==> config.mk <==
export PLATFORM = sky130hd
export DESIGN_NAME = video_block_best_fit_allocator
export DESIGN_NICKNAME = d
export VERILOG_FILES = /design/src/rtl/bfa_pkg.sv /design/src/rtl/video_block_best_fit_allocator.sv /design/src/rtl/bfa_dp.sv /design/src/rtl/bfa_ctrl.sv
export SDC_FILE = /design/constraint.sdc
export NUM_CORES = 2
export LEC_CHECK = 0
export ABC_CLOCK_PERIOD_IN_PS = 25400
export BUFFER_PORTS_ARGS = -buffer_cell sky130_fd_sc_hd__buf_2
export CAP_MARGIN = 20
export CORE_AREA = 4 4 551 553
export CTS_CLUSTER_SIZE = 24
export DETAILED_ROUTE_END_ITERATION = 10
export DIE_AREA = 0 0 555 557
export PLACE_DENSITY = 0.57
export SYNTH_ARGS = -nofsm -noshare
export SYNTH_HDL_FRONTEND = slang
export SYNTH_SLANG_ARGS = --single-unit
export TNS_END_PERCENT = 5
==> constraint.sdc <==
create_clock -name clk -period 25.4 [get_ports clk]
set_input_delay 5.08 -clock clk [delete_from_list [all_inputs] [get_ports clk]]
set_output_delay 5.08 -clock clk [all_outputs]
set_load 0.03 [all_outputs]
==> src/rtl/bfa_pkg.sv <==
package bfa_pkg;

    localparam int POOL_BLOCKS      = 32;
    localparam int ALIGN_BLOCKS     = 8;
    localparam int MAX_TILE_BLOCKS  = 16;
    localparam int BLOCK_HALF_WORDS = 1024;

    localparam int ENTRIES     = POOL_BLOCKS + 1;
    localparam int LIST_END    = POOL_BLOCKS + 1;
    localparam int ID_W        = 6;
    localparam int START_W     = 5;
    localparam int CNT_W       = 6;
    localparam int SP_W        = $clog2(POOL_BLOCKS + 1);
    localparam int SIDX_W      = $clog2(POOL_BLOCKS);
    localparam int BLOCK_SHIFT = $clog2(BLOCK_HALF_WORDS);
    localparam int NEED_W      = 17 - BLOCK_SHIFT;
    localparam int SUM_W       = NEED_W + 1;

    typedef enum logic [2:0] {
        CMD_ALLOC     = 3'd0,
        CMD_FIND      = 3'd1,
        CMD_ADD_USE   = 3'd2,
        CMD_DROP_USE  = 3'd3,
        CMD_RECLAIM   = 3'd4,
        CMD_FRAME_END = 3'd5
    } cmd_code_t;

    typedef enum logic [1:0] {
        SEG_FREE = 2'd0,
        SEG_USED = 2'd1,
        SEG_PEND = 2'd2
    } seg_state_t;

    typedef enum logic [1:0] {
        RES_OK        = 2'd0,
        RES_NOT_FOUND = 2'd1,
        RES_NO_SPACE  = 2'd2,
        RES_REFUSED   = 2'd3
    } res_code_t;

    typedef struct packed {
        logic [2:0]  cmd;
        logic        kind;
        logic [31:0] data_key;
        logic [15:0] size_half_words;
        logic [5:0]  item_id;
    } in_item_t;

    typedef struct packed {
        logic [1:0]  status;
        logic [5:0]  result_id;
        logic [4:0]  start_block;
        logic [5:0]  block_count;
        logic [15:0] use_count;
        logic [5:0]  free_blocks;
        logic [5:0]  pending_blocks;
    } out_item_t;

    typedef struct packed {
        logic [START_W-1:0] start;
        logic [CNT_W-1:0]   blocks;
        seg_state_t         state;
        logic               kind;
        logic [31:0]        key;
        logic [15:0]        uses;
        logic [ID_W-1:0]    link;
    } seg_rec_t;

    typedef enum logic [4:0] {
        OP_NONE,
        OP_LOAD,
        OP_SET_CODE,
        OP_FRAME_END,
        OP_WALK_INIT,
        OP_WALK_STEP,
        OP_SPLIT_INIT,
        OP_SPLIT_WRITE,
        OP_FIND_UPD,
        OP_ITEM_READ,
        OP_ITEM_UPD,
        OP_RC_INIT,
        OP_RC_EVAL,
        OP_RC_FWD_CHK,
        OP_RC_ABSORB,
        OP_RC_BACK_BP,
        OP_RC_BACK_P,
        OP_RC_WRITE_IT,
        OP_RC_RETRY,
        OP_FINISH
    } dp_op_t;

    typedef struct packed {
        dp_op_t    op;
        res_code_t code;
    } ctrl_cmd_t;

    typedef struct packed {
        logic cmd_alloc;
        logic cmd_find;
        logic cmd_add_drop;
        logic cmd_reclaim;
        logic cmd_frame_end;
        logic req_bad;
        logic key_zero;
        logic item_bad;
        logic pending_zero;
        logic walk_last;
        logic found;
        logic delay;
        logic fit_ok;
        logic need_ok;
        logic can_retry;
        logic rc_pend;
        logic rec_next_end;
        logic cur_next_end;
        logic n_used;
        logic back_ok;
        logic split_last;
    } dp_stat_t;

    typedef enum logic [4:0] {
        S_IDLE,
        S_DECODE,
        S_WALK_INIT,
        S_WALK,
        S_WALK_END,
        S_SPLIT_INIT,
        S_SPLIT,
        S_FIND_UPD,
        S_ITEM_RD,
        S_ITEM_UPD,
        S_RC_INIT,
        S_RC_EVAL,
        S_RC_FWD,
        S_RC_FWD_EV,
        S_RC_BACK,
        S_RC_BACK_P,
        S_RC_IT,
        S_RC_END,
        S_FIN
    } fsm_state_t;

endpackage

==> src/rtl/video_block_best_fit_allocator.sv <==
// Best-fit allocator for a pool of video memory blocks, kept as an ordered linked list of
// segment entries in a single-port-read table. One request beat is taken at a time and
// answered with one response beat; the next request is accepted while the previous
// response still waits. Timing is set by the list walks, one entry per cycle on the table
// read port: find, allocate and reclaim walk the list, and an allocation that reclaims on
// demand adds a reclaim and a second walk. No clearing pass is needed after reset.
module video_block_best_fit_allocator (
    input  logic               clk,
    input  logic               rst_n,
    input  logic               req_valid,
    output logic               req_ready,
    input  bfa_pkg::in_item_t  req,
    output logic               rsp_valid,
    input  logic               rsp_ready,
    output bfa_pkg::out_item_t rsp
);
    import bfa_pkg::*;

    ctrl_cmd_t cmd;
    dp_stat_t  stat;

    bfa_ctrl u_ctrl (
        .clk       (clk),
        .rst_n     (rst_n),
        .req_valid (req_valid),
        .req_ready (req_ready),
        .rsp_valid (rsp_valid),
        .rsp_ready (rsp_ready),
        .stat      (stat),
        .cmd       (cmd)
    );

    bfa_dp u_dp (
        .clk   (clk),
        .rst_n (rst_n),
        .cmd   (cmd),
        .req   (req),
        .stat  (stat),
        .rsp   (rsp)
    );

endmodule

==> src/rtl/bfa_dp.sv <==
module bfa_dp (
    input  logic                clk,
    input  logic                rst_n,
    input  bfa_pkg::ctrl_cmd_t  cmd,
    input  bfa_pkg::in_item_t   req,
    output bfa_pkg::dp_stat_t   stat,
    output bfa_pkg::out_item_t  rsp
);
    import bfa_pkg::*;

    localparam logic [ID_W-1:0] END_ID = ID_W'(LIST_END);

    function automatic seg_rec_t clear_rec();
        seg_rec_t r;
        r.start  = '0;
        r.blocks = '0;
        r.state  = SEG_FREE;
        r.kind   = 1'b0;
        r.key    = '0;
        r.uses   = '0;
        r.link   = END_ID;
        return r;
    endfunction

    // contents of an entry that was never written since reset
    function automatic seg_rec_t reset_rec(input logic [ID_W-1:0] id);
        seg_rec_t r;
        r = clear_rec();
        if (id == '0)
        begin
            r.link = ID_W'(1);
        end
        if (id == ID_W'(1))
        begin
            r.blocks = CNT_W'(POOL_BLOCKS);
        end
        return r;
    endfunction

    // segment table
    seg_rec_t           seg_mem [ENTRIES];
    logic [ENTRIES-1:0] vld_reg;
    seg_rec_t           rd_reg;
    logic               rd_vld_reg;
    logic [ID_W-1:0]    raddr_reg;
    seg_rec_t           rec;

    logic            re;
    logic [ID_W-1:0] ra;
    logic            we;
    logic [ID_W-1:0] wa;
    seg_rec_t        wd;

    // spare entry stack
    logic [ID_W-1:0]   spare_reg [POOL_BLOCKS];
    logic [SP_W-1:0]   sp_reg, sp_next;
    logic              push_en;
    logic [ID_W-1:0]   push_id;
    logic [SIDX_W-1:0] sp_top;
    logic [ID_W-1:0]   spare_top;

    in_item_t          in_reg, in_next;
    logic [NEED_W-1:0] blk_reg, blk_next;
    res_code_t         code_reg, code_next;
    logic [ID_W-1:0]   res_id_reg, res_id_next;
    logic [START_W-1:0] res_start_reg, res_start_next;
    logic [CNT_W-1:0]  res_blocks_reg, res_blocks_next;
    logic [15:0]       res_uses_reg, res_uses_next;
    logic [CNT_W-1:0]  free_reg, free_next;
    logic [CNT_W-1:0]  pend_reg, pend_next;
    logic              delay_reg, delay_next;
    logic              pass_reg, pass_next;

    logic [ID_W-1:0]    best_id_reg, best_id_next;
    logic [START_W-1:0] best_start_reg, best_start_next;
    logic [NEED_W-1:0]  best_size_reg, best_size_next;
    logic [CNT_W-1:0]   best_pad_reg, best_pad_next;
    logic [ID_W-1:0]    best_link_reg, best_link_next;
    logic               found_reg, found_next;
    logic [ID_W-1:0]    found_id_reg, found_id_next;
    seg_rec_t           found_rec_reg, found_rec_next;

    logic [ID_W-1:0]    cur_id_reg, cur_id_next;
    logic [START_W-1:0] cur_start_reg, cur_start_next;
    logic [1:0]         k_reg, k_next;
    seg_rec_t           cur_rec_reg, cur_rec_next;
    logic [ID_W-1:0]    bp_id_reg, bp_id_next;
    seg_rec_t           bp_rec_reg, bp_rec_next;
    logic [ID_W-1:0]    p_id_reg, p_id_next;
    seg_rec_t           p_rec_reg, p_rec_next;
    out_item_t          out_reg, out_next;

    // best-fit evaluation of the entry on the read port
    logic [START_W-1:0] wk_extra;
    logic [SUM_W-1:0]   wk_sum;
    logic [CNT_W-1:0]   wk_pad;
    logic               wk_fit;
    logic               wk_match;

    // split pieces
    logic [NEED_W-1:0] rem;
    logic [NEED_W-1:0] len0, len2, len_k;
    logic [1:0]        need_cnt;
    logic              last_piece;

    seg_rec_t  upd;
    logic [CNT_W-1:0] blk_n;

    assign rec = rd_vld_reg ? rd_reg : reset_rec(raddr_reg);

    assign wk_extra = rec.start & START_W'(ALIGN_BLOCKS - 1);
    assign wk_sum   = SUM_W'(blk_reg) + SUM_W'(wk_extra);
    assign wk_pad   = (!in_reg.kind && wk_sum > SUM_W'(MAX_TILE_BLOCKS))
                    ? CNT_W'(ALIGN_BLOCKS) - CNT_W'(wk_extra) : '0;
    assign wk_fit   = (rec.state == SEG_FREE)
                    && (SUM_W'(rec.blocks) >= SUM_W'(blk_reg) + SUM_W'(wk_pad))
                    && (NEED_W'(rec.blocks) < best_size_reg);
    assign wk_match = (rec.state != SEG_FREE) && (rec.key == in_reg.data_key)
                    && (in_reg.data_key != '0);

    assign rem      = best_size_reg - NEED_W'(best_pad_reg) - blk_reg;
    assign len0     = in_reg.kind ? rem : NEED_W'(best_pad_reg);
    assign len2     = in_reg.kind ? '0 : rem;
    assign need_cnt = 2'((best_pad_reg != '0) && !in_reg.kind) + 2'(rem != '0);
    assign last_piece = (k_reg == 2'd2) || ((k_reg == 2'd1) && (len2 == '0));

    always_comb
    begin
        unique case (k_reg)
            2'd0:    len_k = len0;
            2'd1:    len_k = blk_reg;
            default: len_k = len2;
        endcase
    end

    assign blk_n     = CNT_W'(blk_reg);
    assign sp_top    = SIDX_W'(sp_reg - SP_W'(1));
    assign spare_top = spare_reg[sp_top];

    always_comb
    begin
        in_next         = in_reg;
        blk_next        = blk_reg;
        code_next       = code_reg;
        res_id_next     = res_id_reg;
        res_start_next  = res_start_reg;
        res_blocks_next = res_blocks_reg;
        res_uses_next   = res_uses_reg;
        free_next       = free_reg;
        pend_next       = pend_reg;
        delay_next      = delay_reg;
        pass_next       = pass_reg;
        best_id_next    = best_id_reg;
        best_start_next = best_start_reg;
        best_size_next  = best_size_reg;
        best_pad_next   = best_pad_reg;
        best_link_next  = best_link_reg;
        found_next      = found_reg;
        found_id_next   = found_id_reg;
        found_rec_next  = found_rec_reg;
        cur_id_next     = cur_id_reg;
        cur_start_next  = cur_start_reg;
        k_next          = k_reg;
        cur_rec_next    = cur_rec_reg;
        bp_id_next      = bp_id_reg;
        bp_rec_next     = bp_rec_reg;
        p_id_next       = p_id_reg;
        p_rec_next      = p_rec_reg;
        out_next        = out_reg;
        sp_next         = sp_reg;
        re              = 1'b0;
        ra              = '0;
        we              = 1'b0;
        wa              = '0;
        wd              = clear_rec();
        push_en         = 1'b0;
        push_id         = '0;
        upd             = rec;

        unique case (cmd.op)
            OP_LOAD:
            begin
                in_next         = req;
                blk_next        = NEED_W'((17'(req.size_half_words)
                                  + 17'(BLOCK_HALF_WORDS - 1)) >> BLOCK_SHIFT);
                code_next       = RES_OK;
                res_id_next     = '0;
                res_start_next  = '0;
                res_blocks_next = '0;
                res_uses_next   = '0;
                pass_next       = 1'b0;
            end
            OP_SET_CODE:
            begin
                code_next = cmd.code;
            end
            OP_FRAME_END:
            begin
                delay_next = 1'b0;
            end
            OP_WALK_INIT:
            begin
                best_id_next   = END_ID;
                best_size_next = '1;
                best_pad_next  = '0;
                found_next     = 1'b0;
                re             = 1'b1;
                ra             = '0;
            end
            OP_WALK_STEP:
            begin
                if (wk_fit)
                begin
                    best_id_next    = raddr_reg;
                    best_start_next = rec.start;
                    best_size_next  = NEED_W'(rec.blocks);
                    best_pad_next   = wk_pad;
                    best_link_next  = rec.link;
                end
                if (wk_match)
                begin
                    found_next     = 1'b1;
                    found_id_next  = raddr_reg;
                    found_rec_next = rec;
                end
                if (rec.link != END_ID)
                begin
                    re = 1'b1;
                    ra = rec.link;
                end
            end
            OP_SPLIT_INIT:
            begin
                cur_id_next    = best_id_reg;
                cur_start_next = best_start_reg;
                k_next         = (len0 == '0) ? 2'd1 : 2'd0;
                free_next      = free_reg - blk_n;
            end
            OP_SPLIT_WRITE:
            begin
                we        = 1'b1;
                wa        = cur_id_reg;
                wd        = clear_rec();
                wd.start  = cur_start_reg;
                wd.blocks = CNT_W'(len_k);
                wd.link   = last_piece ? best_link_reg : spare_top;
                if (k_reg == 2'd1)
                begin
                    wd.state        = SEG_USED;
                    wd.kind         = in_reg.kind;
                    wd.key          = in_reg.data_key;
                    wd.uses         = 16'd1;
                    res_id_next     = cur_id_reg;
                    res_start_next  = cur_start_reg;
                    res_blocks_next = blk_n;
                    res_uses_next   = 16'd1;
                end
                if (!last_piece)
                begin
                    cur_id_next = spare_top;
                    sp_next     = sp_reg - SP_W'(1);
                end
                cur_start_next = cur_start_reg + START_W'(len_k);
                k_next         = k_reg + 2'd1;
            end
            OP_FIND_UPD:
            begin
                upd = found_rec_reg;
                if (found_rec_reg.state == SEG_USED)
                begin
                    if (found_rec_reg.uses != 16'hFFFF)
                    begin
                        upd.uses = found_rec_reg.uses + 16'd1;
                    end
                end
                else
                begin
                    upd.uses  = 16'd1;
                    upd.state = SEG_USED;
                    pend_next = pend_reg - found_rec_reg.blocks;
                end
                we              = 1'b1;
                wa              = found_id_reg;
                wd              = upd;
                res_id_next     = found_id_reg;
                res_start_next  = upd.start;
                res_blocks_next = upd.blocks;
                res_uses_next   = upd.uses;
            end
            OP_ITEM_READ:
            begin
                re = 1'b1;
                ra = in_reg.item_id;
            end
            OP_ITEM_UPD:
            begin
                if (rec.state != SEG_USED)
                begin
                    code_next = RES_REFUSED;
                end
                else
                begin
                    if (in_reg.cmd == CMD_ADD_USE)
                    begin
                        if (rec.uses != 16'hFFFF)
                        begin
                            upd.uses = rec.uses + 16'd1;
                        end
                    end
                    else
                    begin
                        upd.uses = rec.uses - 16'd1;
                        if (upd.uses == '0)
                        begin
                            upd.state = SEG_PEND;
                            pend_next = pend_reg + rec.blocks;
                        end
                    end
                    we              = 1'b1;
                    wa              = raddr_reg;
                    wd              = upd;
                    res_id_next     = raddr_reg;
                    res_start_next  = upd.start;
                    res_blocks_next = upd.blocks;
                    res_uses_next   = upd.uses;
                end
            end
            OP_RC_INIT:
            begin
                pend_next = '0;
                bp_id_next = END_ID;
                p_id_next  = END_ID;
                re         = 1'b1;
                ra         = '0;
            end
            OP_RC_EVAL:
            begin
                if (rec.state == SEG_PEND)
                begin
                    cur_id_next        = raddr_reg;
                    cur_rec_next       = rec;
                    cur_rec_next.state = SEG_FREE;
                    cur_rec_next.key   = '0;
                    cur_rec_next.kind  = 1'b0;
                    cur_rec_next.uses  = '0;
                    free_next          = free_reg + rec.blocks;
                end
                else
                begin
                    bp_id_next  = p_id_reg;
                    bp_rec_next = p_rec_reg;
                    p_id_next   = raddr_reg;
                    p_rec_next  = rec;
                    if (rec.link != END_ID)
                    begin
                        re = 1'b1;
                        ra = rec.link;
                    end
                end
            end
            OP_RC_FWD_CHK:
            begin
                if (cur_rec_reg.link != END_ID)
                begin
                    re = 1'b1;
                    ra = cur_rec_reg.link;
                end
            end
            OP_RC_ABSORB:
            begin
                // swallow the unused neighbour after the freed segment
                cur_rec_next.blocks = cur_rec_reg.blocks + rec.blocks;
                cur_rec_next.link   = rec.link;
                if (rec.state == SEG_PEND)
                begin
                    free_next = free_reg + rec.blocks;
                end
                we      = 1'b1;
                wa      = raddr_reg;
                wd      = clear_rec();
                push_en = 1'b1;
                push_id = raddr_reg;
            end
            OP_RC_BACK_BP:
            begin
                cur_rec_next.blocks = cur_rec_reg.blocks + p_rec_reg.blocks;
                cur_rec_next.start  = p_rec_reg.start;
                we      = 1'b1;
                wa      = bp_id_reg;
                wd      = bp_rec_reg;
                wd.link = cur_id_reg;
            end
            OP_RC_BACK_P:
            begin
                we         = 1'b1;
                wa         = p_id_reg;
                wd         = clear_rec();
                push_en    = 1'b1;
                push_id    = p_id_reg;
                p_id_next  = bp_id_reg;
                p_rec_next = bp_rec_reg;
            end
            OP_RC_WRITE_IT:
            begin
                we          = 1'b1;
                wa          = cur_id_reg;
                wd          = cur_rec_reg;
                bp_id_next  = p_id_reg;
                bp_rec_next = p_rec_reg;
                p_id_next   = cur_id_reg;
                p_rec_next  = cur_rec_reg;
                if (cur_rec_reg.link != END_ID)
                begin
                    re = 1'b1;
                    ra = cur_rec_reg.link;
                end
            end
            OP_RC_RETRY:
            begin
                delay_next = 1'b1;
                pass_next  = 1'b1;
            end
            OP_FINISH:
            begin
                out_next.status         = code_reg;
                out_next.result_id      = res_id_reg;
                out_next.start_block    = res_start_reg;
                out_next.block_count    = res_blocks_reg;
                out_next.use_count      = res_uses_reg;
                out_next.free_blocks    = free_reg;
                out_next.pending_blocks = pend_reg;
            end
            default:
            begin
            end
        endcase

        if (push_en && (sp_reg < SP_W'(POOL_BLOCKS)))
        begin
            sp_next = sp_reg + SP_W'(1);
        end
    end

    always_ff @(posedge clk)
    begin
        if (we)
        begin
            seg_mem[wa] <= wd;
        end
        if (re)
        begin
            rd_reg <= seg_mem[ra];
        end
    end

    always_ff @(posedge clk or negedge rst_n)
    begin
        if (!rst_n)
        begin
            vld_reg    <= '0;
            rd_vld_reg <= 1'b0;
            raddr_reg  <= '0;
            sp_reg     <= SP_W'(POOL_BLOCKS - 1);
            free_reg   <= CNT_W'(POOL_BLOCKS);
            pend_reg   <= '0;
            delay_reg  <= 1'b0;
            for (int i = 0; i < POOL_BLOCKS; i++)
            begin
                spare_reg[i] <= ID_W'(i + 2);
            end
        end
        else
        begin
            if (we)
            begin
                vld_reg[wa] <= 1'b1;
            end
            if (re)
            begin
                rd_vld_reg <= vld_reg[ra];
                raddr_reg  <= ra;
            end
            if (push_en && (sp_reg < SP_W'(POOL_BLOCKS)))
            begin
                spare_reg[SIDX_W'(sp_reg)] <= push_id;
            end
            sp_reg    <= sp_next;
            free_reg  <= free_next;
            pend_reg  <= pend_next;
            delay_reg <= delay_next;
        end
    end

    always_ff @(posedge clk)
    begin
        in_reg          <= in_next;
        blk_reg         <= blk_next;
        code_reg        <= code_next;
        res_id_reg      <= res_id_next;
        res_start_reg   <= res_start_next;
        res_blocks_reg  <= res_blocks_next;
        res_uses_reg    <= res_uses_next;
        pass_reg        <= pass_next;
        best_id_reg     <= best_id_next;
        best_start_reg  <= best_start_next;
        best_size_reg   <= best_size_next;
        best_pad_reg    <= best_pad_next;
        best_link_reg   <= best_link_next;
        found_reg       <= found_next;
        found_id_reg    <= found_id_next;
        found_rec_reg   <= found_rec_next;
        cur_id_reg      <= cur_id_next;
        cur_start_reg   <= cur_start_next;
        k_reg           <= k_next;
        cur_rec_reg     <= cur_rec_next;
        bp_id_reg       <= bp_id_next;
        bp_rec_reg      <= bp_rec_next;
        p_id_reg        <= p_id_next;
        p_rec_reg       <= p_rec_next;
        out_reg         <= out_next;
    end

    assign stat.cmd_alloc     = (in_reg.cmd == CMD_ALLOC);
    assign stat.cmd_find      = (in_reg.cmd == CMD_FIND);
    assign stat.cmd_add_drop  = (in_reg.cmd == CMD_ADD_USE) || (in_reg.cmd == CMD_DROP_USE);
    assign stat.cmd_reclaim   = (in_reg.cmd == CMD_RECLAIM);
    assign stat.cmd_frame_end = (in_reg.cmd == CMD_FRAME_END);
    assign stat.req_bad       = (blk_reg == '0)
                              || (!in_reg.kind && blk_reg > NEED_W'(MAX_TILE_BLOCKS));
    assign stat.key_zero      = (in_reg.data_key == '0);
    assign stat.item_bad      = (in_reg.item_id == '0)
                              || (in_reg.item_id > ID_W'(POOL_BLOCKS));
    assign stat.pending_zero  = (pend_reg == '0);
    assign stat.walk_last     = (rec.link == END_ID);
    assign stat.found         = found_reg;
    assign stat.delay         = delay_reg;
    assign stat.fit_ok        = (best_id_reg != END_ID) && (blk_reg <= NEED_W'(free_reg));
    assign stat.need_ok       = (SP_W'(need_cnt) <= sp_reg);
    assign stat.can_retry     = (in_reg.data_key != '0) && (blk_reg <= NEED_W'(pend_reg))
                              && !pass_reg;
    assign stat.rc_pend       = (rec.state == SEG_PEND);
    assign stat.rec_next_end  = (rec.link == END_ID);
    assign stat.cur_next_end  = (cur_rec_reg.link == END_ID);
    assign stat.n_used        = (rec.state == SEG_USED);
    assign stat.back_ok       = (bp_id_reg != END_ID) && (p_rec_reg.state != SEG_USED);
    assign stat.split_last    = last_piece;

    assign rsp = out_reg;

endmodule

==> src/rtl/bfa_ctrl.sv <==
module bfa_ctrl (
    input  logic               clk,
    input  logic               rst_n,
    input  logic               req_valid,
    output logic               req_ready,
    output logic               rsp_valid,
    input  logic               rsp_ready,
    input  bfa_pkg::dp_stat_t  stat,
    output bfa_pkg::ctrl_cmd_t cmd
);
    import bfa_pkg::*;

    fsm_state_t state_reg, state_next;
    logic       out_valid_reg, out_valid_next;

    always_ff @(posedge clk or negedge rst_n)
    begin
        if (!rst_n)
        begin
            state_reg     <= S_IDLE;
            out_valid_reg <= 1'b0;
        end
        else
        begin
            state_reg     <= state_next;
            out_valid_reg <= out_valid_next;
        end
    end

    assign req_ready = (state_reg == S_IDLE);
    assign rsp_valid = out_valid_reg;

    always_comb
    begin
        state_next     = state_reg;
        cmd.op         = OP_NONE;
        cmd.code       = RES_OK;
        out_valid_next = out_valid_reg && !rsp_ready;

        unique case (state_reg)
            S_IDLE:
            begin
                if (req_valid)
                begin
                    cmd.op     = OP_LOAD;
                    state_next = S_DECODE;
                end
            end
            S_DECODE:
            begin
                state_next = S_FIN;
                priority if (stat.cmd_alloc)
                begin
                    if (stat.req_bad)
                    begin
                        cmd.op   = OP_SET_CODE;
                        cmd.code = RES_REFUSED;
                    end
                    else
                    begin
                        state_next = S_WALK_INIT;
                    end
                end
                else if (stat.cmd_find)
                begin
                    if (stat.key_zero)
                    begin
                        cmd.op   = OP_SET_CODE;
                        cmd.code = RES_NOT_FOUND;
                    end
                    else
                    begin
                        state_next = S_WALK_INIT;
                    end
                end
                else if (stat.cmd_add_drop)
                begin
                    if (stat.item_bad)
                    begin
                        cmd.op   = OP_SET_CODE;
                        cmd.code = RES_REFUSED;
                    end
                    else
                    begin
                        state_next = S_ITEM_RD;
                    end
                end
                else if (stat.cmd_reclaim)
                begin
                    if (!stat.pending_zero)
                    begin
                        state_next = S_RC_INIT;
                    end
                end
                else if (stat.cmd_frame_end)
                begin
                    cmd.op = OP_FRAME_END;
                end
                else
                begin
                    cmd.op   = OP_SET_CODE;
                    cmd.code = RES_REFUSED;
                end
            end
            S_WALK_INIT:
            begin
                cmd.op     = OP_WALK_INIT;
                state_next = S_WALK;
            end
            S_WALK:
            begin
                cmd.op = OP_WALK_STEP;
                if (stat.walk_last)
                begin
                    state_next = S_WALK_END;
                end
            end
            S_WALK_END:
            begin
                state_next = S_FIN;
                if (stat.cmd_find)
                begin
                    if (stat.found)
                    begin
                        state_next = S_FIND_UPD;
                    end
                    else
                    begin
                        cmd.op   = OP_SET_CODE;
                        cmd.code = RES_NOT_FOUND;
                    end
                end
                else
                begin
                    priority if (stat.found || (stat.key_zero && stat.delay))
                    begin
                        cmd.op   = OP_SET_CODE;
                        cmd.code = RES_REFUSED;
                    end
                    else if (stat.fit_ok)
                    begin
                        if (stat.need_ok)
                        begin
                            state_next = S_SPLIT_INIT;
                        end
                        else
                        begin
                            cmd.op   = OP_SET_CODE;
                            cmd.code = RES_NO_SPACE;
                        end
                    end
                    else if (stat.can_retry)
                    begin
                        state_next = S_RC_INIT;
                    end
                    else
                    begin
                        cmd.op   = OP_SET_CODE;
                        cmd.code = RES_NO_SPACE;
                    end
                end
            end
            S_SPLIT_INIT:
            begin
                cmd.op     = OP_SPLIT_INIT;
                state_next = S_SPLIT;
            end
            S_SPLIT:
            begin
                cmd.op = OP_SPLIT_WRITE;
                if (stat.split_last)
                begin
                    state_next = S_FIN;
                end
            end
            S_FIND_UPD:
            begin
                cmd.op     = OP_FIND_UPD;
                state_next = S_FIN;
            end
            S_ITEM_RD:
            begin
                cmd.op     = OP_ITEM_READ;
                state_next = S_ITEM_UPD;
            end
            S_ITEM_UPD:
            begin
                cmd.op     = OP_ITEM_UPD;
                state_next = S_FIN;
            end
            S_RC_INIT:
            begin
                cmd.op     = OP_RC_INIT;
                state_next = S_RC_EVAL;
            end
            S_RC_EVAL:
            begin
                cmd.op = OP_RC_EVAL;
                if (stat.rc_pend)
                begin
                    state_next = S_RC_FWD;
                end
                else if (stat.rec_next_end)
                begin
                    state_next = S_RC_END;
                end
            end
            S_RC_FWD:
            begin
                cmd.op     = OP_RC_FWD_CHK;
                state_next = stat.cur_next_end ? S_RC_BACK : S_RC_FWD_EV;
            end
            S_RC_FWD_EV:
            begin
                if (stat.n_used)
                begin
                    state_next = S_RC_BACK;
                end
                else
                begin
                    cmd.op     = OP_RC_ABSORB;
                    state_next = S_RC_FWD;
                end
            end
            S_RC_BACK:
            begin
                if (stat.back_ok)
                begin
                    cmd.op     = OP_RC_BACK_BP;
                    state_next = S_RC_BACK_P;
                end
                else
                begin
                    state_next = S_RC_IT;
                end
            end
            S_RC_BACK_P:
            begin
                cmd.op     = OP_RC_BACK_P;
                state_next = S_RC_IT;
            end
            S_RC_IT:
            begin
                cmd.op     = OP_RC_WRITE_IT;
                state_next = stat.cur_next_end ? S_RC_END : S_RC_EVAL;
            end
            S_RC_END:
            begin
                if (stat.cmd_alloc)
                begin
                    // on-demand reclaim, then one more placement attempt
                    cmd.op     = OP_RC_RETRY;
                    state_next = S_WALK_INIT;
                end
                else
                begin
                    state_next = S_FIN;
                end
            end
            S_FIN:
            begin
                if (!out_valid_reg || rsp_ready)
                begin
                    cmd.op         = OP_FINISH;
                    out_valid_next = 1'b1;
                    state_next     = S_IDLE;
                end
            end
            default:
            begin
                state_next = S_IDLE;
            end
        endcase
    end

endmodule

==> flow_metrics.tcl <==
set metrics [dict create \
    die_h_microns 557 \
    ys_ff_latch 2933 \
    max-slew-margin-rel_pct 17.7 \
    nFillCells 25900 \
    timing.hold.ws_ps 409 \
    crit_path_start "u_ctrl.state_reg[4]$_DFFE_PN0P_" \
    dr_total_vias 71900 \
    wirelength_mm 378 \
    criticalPathCategory "flop to primary output" \
    setup_violations 0 \
    final_util_pct 45.3 \
    antenna_found_initial 24 \
    synthDistinctLibCells 85 \
    min_period_ps 7810 \
    initial_utilization_pct 39.8 \
    htreeDepth 5 \
    synth_common_cells "edfxtp_1, nand2_1, a21oi_1" \
    cp.arrival_ps 2730 \
    dp_hpwl_mm 218 \
    cts_setup_buffers 0 \
    ys.flop_type "edfxtp_1" \
    rr_startpoint "u_dp.rd_vld_reg$_DFFE_PN0P_" \
    finalSetupTns_ps 0 \
    grt_pass1_vias 69700 \
    maxCapViolCount 0 \
    p_leak_nw 46.1 \
    worstSkewPairLatency_ps 900 \
    hold_class "flop to flop" \
    pin_count 111 \
    largest_register_ffs 2211 \
    postCtsHoldBufs 0 \
    die_w_microns 555 \
    first_iter_violations 10100 \
    top_layer "met4" \
    hold_violations 0 \
    endpoint_kind "primary output" \
    synth_edf_count 2676 \
    drc 0 \
    wire_per_inst_microns 31.6 \
    worst_ep_required_time_ps 20320 \
    worst-r2r-setup-slack_ps 18390 \
    yosys_warnings 0 \
    cts_tree "yes" \
    ir_drop_uv 77.2 \
    r2r_cells 26 \
    synthArstFlopShare_pct 8.76 \
    placed_area_sq_mm 0.125 \
    drive_gt1_share_pct 17.8 \
    cts_num_sinks 2933 \
    skew_ps 72.8 \
    drv_slew 0 \
    grt_pass1_wl_mm 531 \
    grtUsageTotal_pct 23.9 \
    place.port_buffers 110 \
    core-area_sq_mm 0.299 \
    grt.overflow.total 0 \
    met1_length_mm 156 \
    stdcell_area_sq_mm 0.135 \
    grt_start_max_net_pins 120 \
    yosys-top-cells-area "edfxtp_1, mux4_2, dfrtp_1" \
    total_power_mw 14.3 \
    via_per_inst 6.00 \
    max_freq_mhz 128 \
    yosysMostFrequentCell "edfxtp_1" \
    cp_max_fo 26 \
    avgSynthCellArea_sq_um 15.8 \
    area_growth_pct 13.7 \
    dr_wl_met3_mm 38.3 \
    cts.repair.resized 0 \
    place.gp.congestion 0.893 \
    clkTransAtPathRegs_ps 60 \
    finalNetCount 7936 \
    drtAntennaViolNets 0 \
    cts_made_buffers 307 \
    ys_seq_area_share_pct 73.1 \
    rows 201 \
    cts-root-buf "clkbuf_16" \
    outcome "finished clean" \
    synthCells 7542 \
    fin_crit_sh_pct 30.8 \
    die_area_sq_mm 0.309 \
    wl_met2_mm 172 \
    start_kind "flop" \
    rsz0062_at_grt "false" \
    syn_nets 7691 \
    first_pass_iters 8 \
    power_density_mw_per_mm2 105 \
    r2r-end "u_dp.best_id_reg[3]$_SDFFCE_PN0P_" \
    worst_pin_slew_ps 1230 \
    cp-endpoint "req_ready" \
    yosysTopAreaCell "edfxtp_1" \
    synth_top_area_share_pct 67.6 \
    syn-cell-area_sq_mm 0.119 \
    clockBufferDepth 4 \
]
logic make-up after synthesis:
family	after synthesis	share of synthesized area, %
DFF	2933	73.1
AOI/OAI and AO/OA	1243	6.67
buffers and inverters	575	2.04
xor gates and xnor gates	108	0.795
muxes	603	9.10
adders and majority gates	87	0.978
and+or+nand+nor	1993	7.36
worst min-delay path by stage:
stage,startpoint,end,slack [ps],cells past startpoint
2_1_floorplan,u_dp.p_rec_reg[10]$_DFFE_PP_,u_dp.bp_rec_reg[10]$_DFFE_PP_,400,0
3_3_place_gp,u_dp.p_rec_reg[43]$_DFFE_PP_,u_dp.bp_rec_reg[43]$_DFFE_PP_,400,0
3_5_place_dp,u_dp.res_id_reg[3]$_SDFFCE_PN0P_,u_dp.rsp[42]$_DFFE_PN_,400,0
4_1_cts,u_dp.res_id_reg[1]$_SDFFCE_PN0P_,u_dp.rsp[40]$_DFFE_PN_,410,0
5_1_grt,u_dp.p_rec_reg[31]$_DFFE_PP_,u_dp.bp_rec_reg[31]$_DFFE_PP_,420,0
6_report,u_dp.res_id_reg[1]$_SDFFCE_PN0P_,u_dp.rsp[40]$_DFFE_PN_,410,0
cell usage in the layout, fill, tap and decap left out, types with 43 or more instances in the layout:
master	count
mux4_2	381
edfxtp_1	2676
inv_1	133
ha_1	76
nor2_4	43
nor3_1	66
nor4_1	59
nor2_1	370
buf_2	110
nand2_1	940
dfrtp_1	168
nand3_1	241
a221o_1	52
a21oi_1	439
mux2i_1	207
xnor2_1	67
dfstp_2	87
nand4_1	47
a31oi_1	61
clkbuf_1	66
a22oi_1	69
o22ai_1	103
buf_4	232
o21ai_0	214
clkinv_2	43
clkbuf_16	313
clkinv_1	48
stage by stage:
| stage | instances | setup WS [ps] |
|---|---|---|
| after global routing | 12000 | 17430 |
| after detailed placement | 11400 | 17660 |
| after CTS | 12000 | 17610 |
| after floorplan | 7542 | 15420 |
| after global placement | 11400 | 17710 |
| final | 12000 | 17590 |
critical path: stages, from the launching register on:
cell and delay (ps):
dfrtp_1 690, nor3_1 600, nand2_1 230, inv_1 140, buf_2 220
area by class of cell:
cell class	instances	area [sq um]	share of cell area, %
sequential	2933	86900	64.3
tap	3958	4950	3.66
timing repair buffer	374	3010	2.22
multi-input combinational	4034	30300	22.4
clock buffer	383	8110	6.00
inverter	137	517	0.382
antenna	13	32.5	0.0241
clock inverter	149	1410	1.04
report_power, final:
part	switching, mW	total [mW]	internal, mW
combinational	2.54	3.83	1.29
sequential	0.286	6.07	5.78
clock	1.86	4.35	2.48
total	4.69	14.3	9.56
routing by layer:
layer | up-vias | global-route usage, %
met1 | 37600 | 34.5
met3 | 622 | 4.43
li1 | 29800 | -
met5 | - | 0
met4 | 0 | 7.33
met2 | 3986 | 37.0
Note: power is estimated with default switching activity, not from simulation.
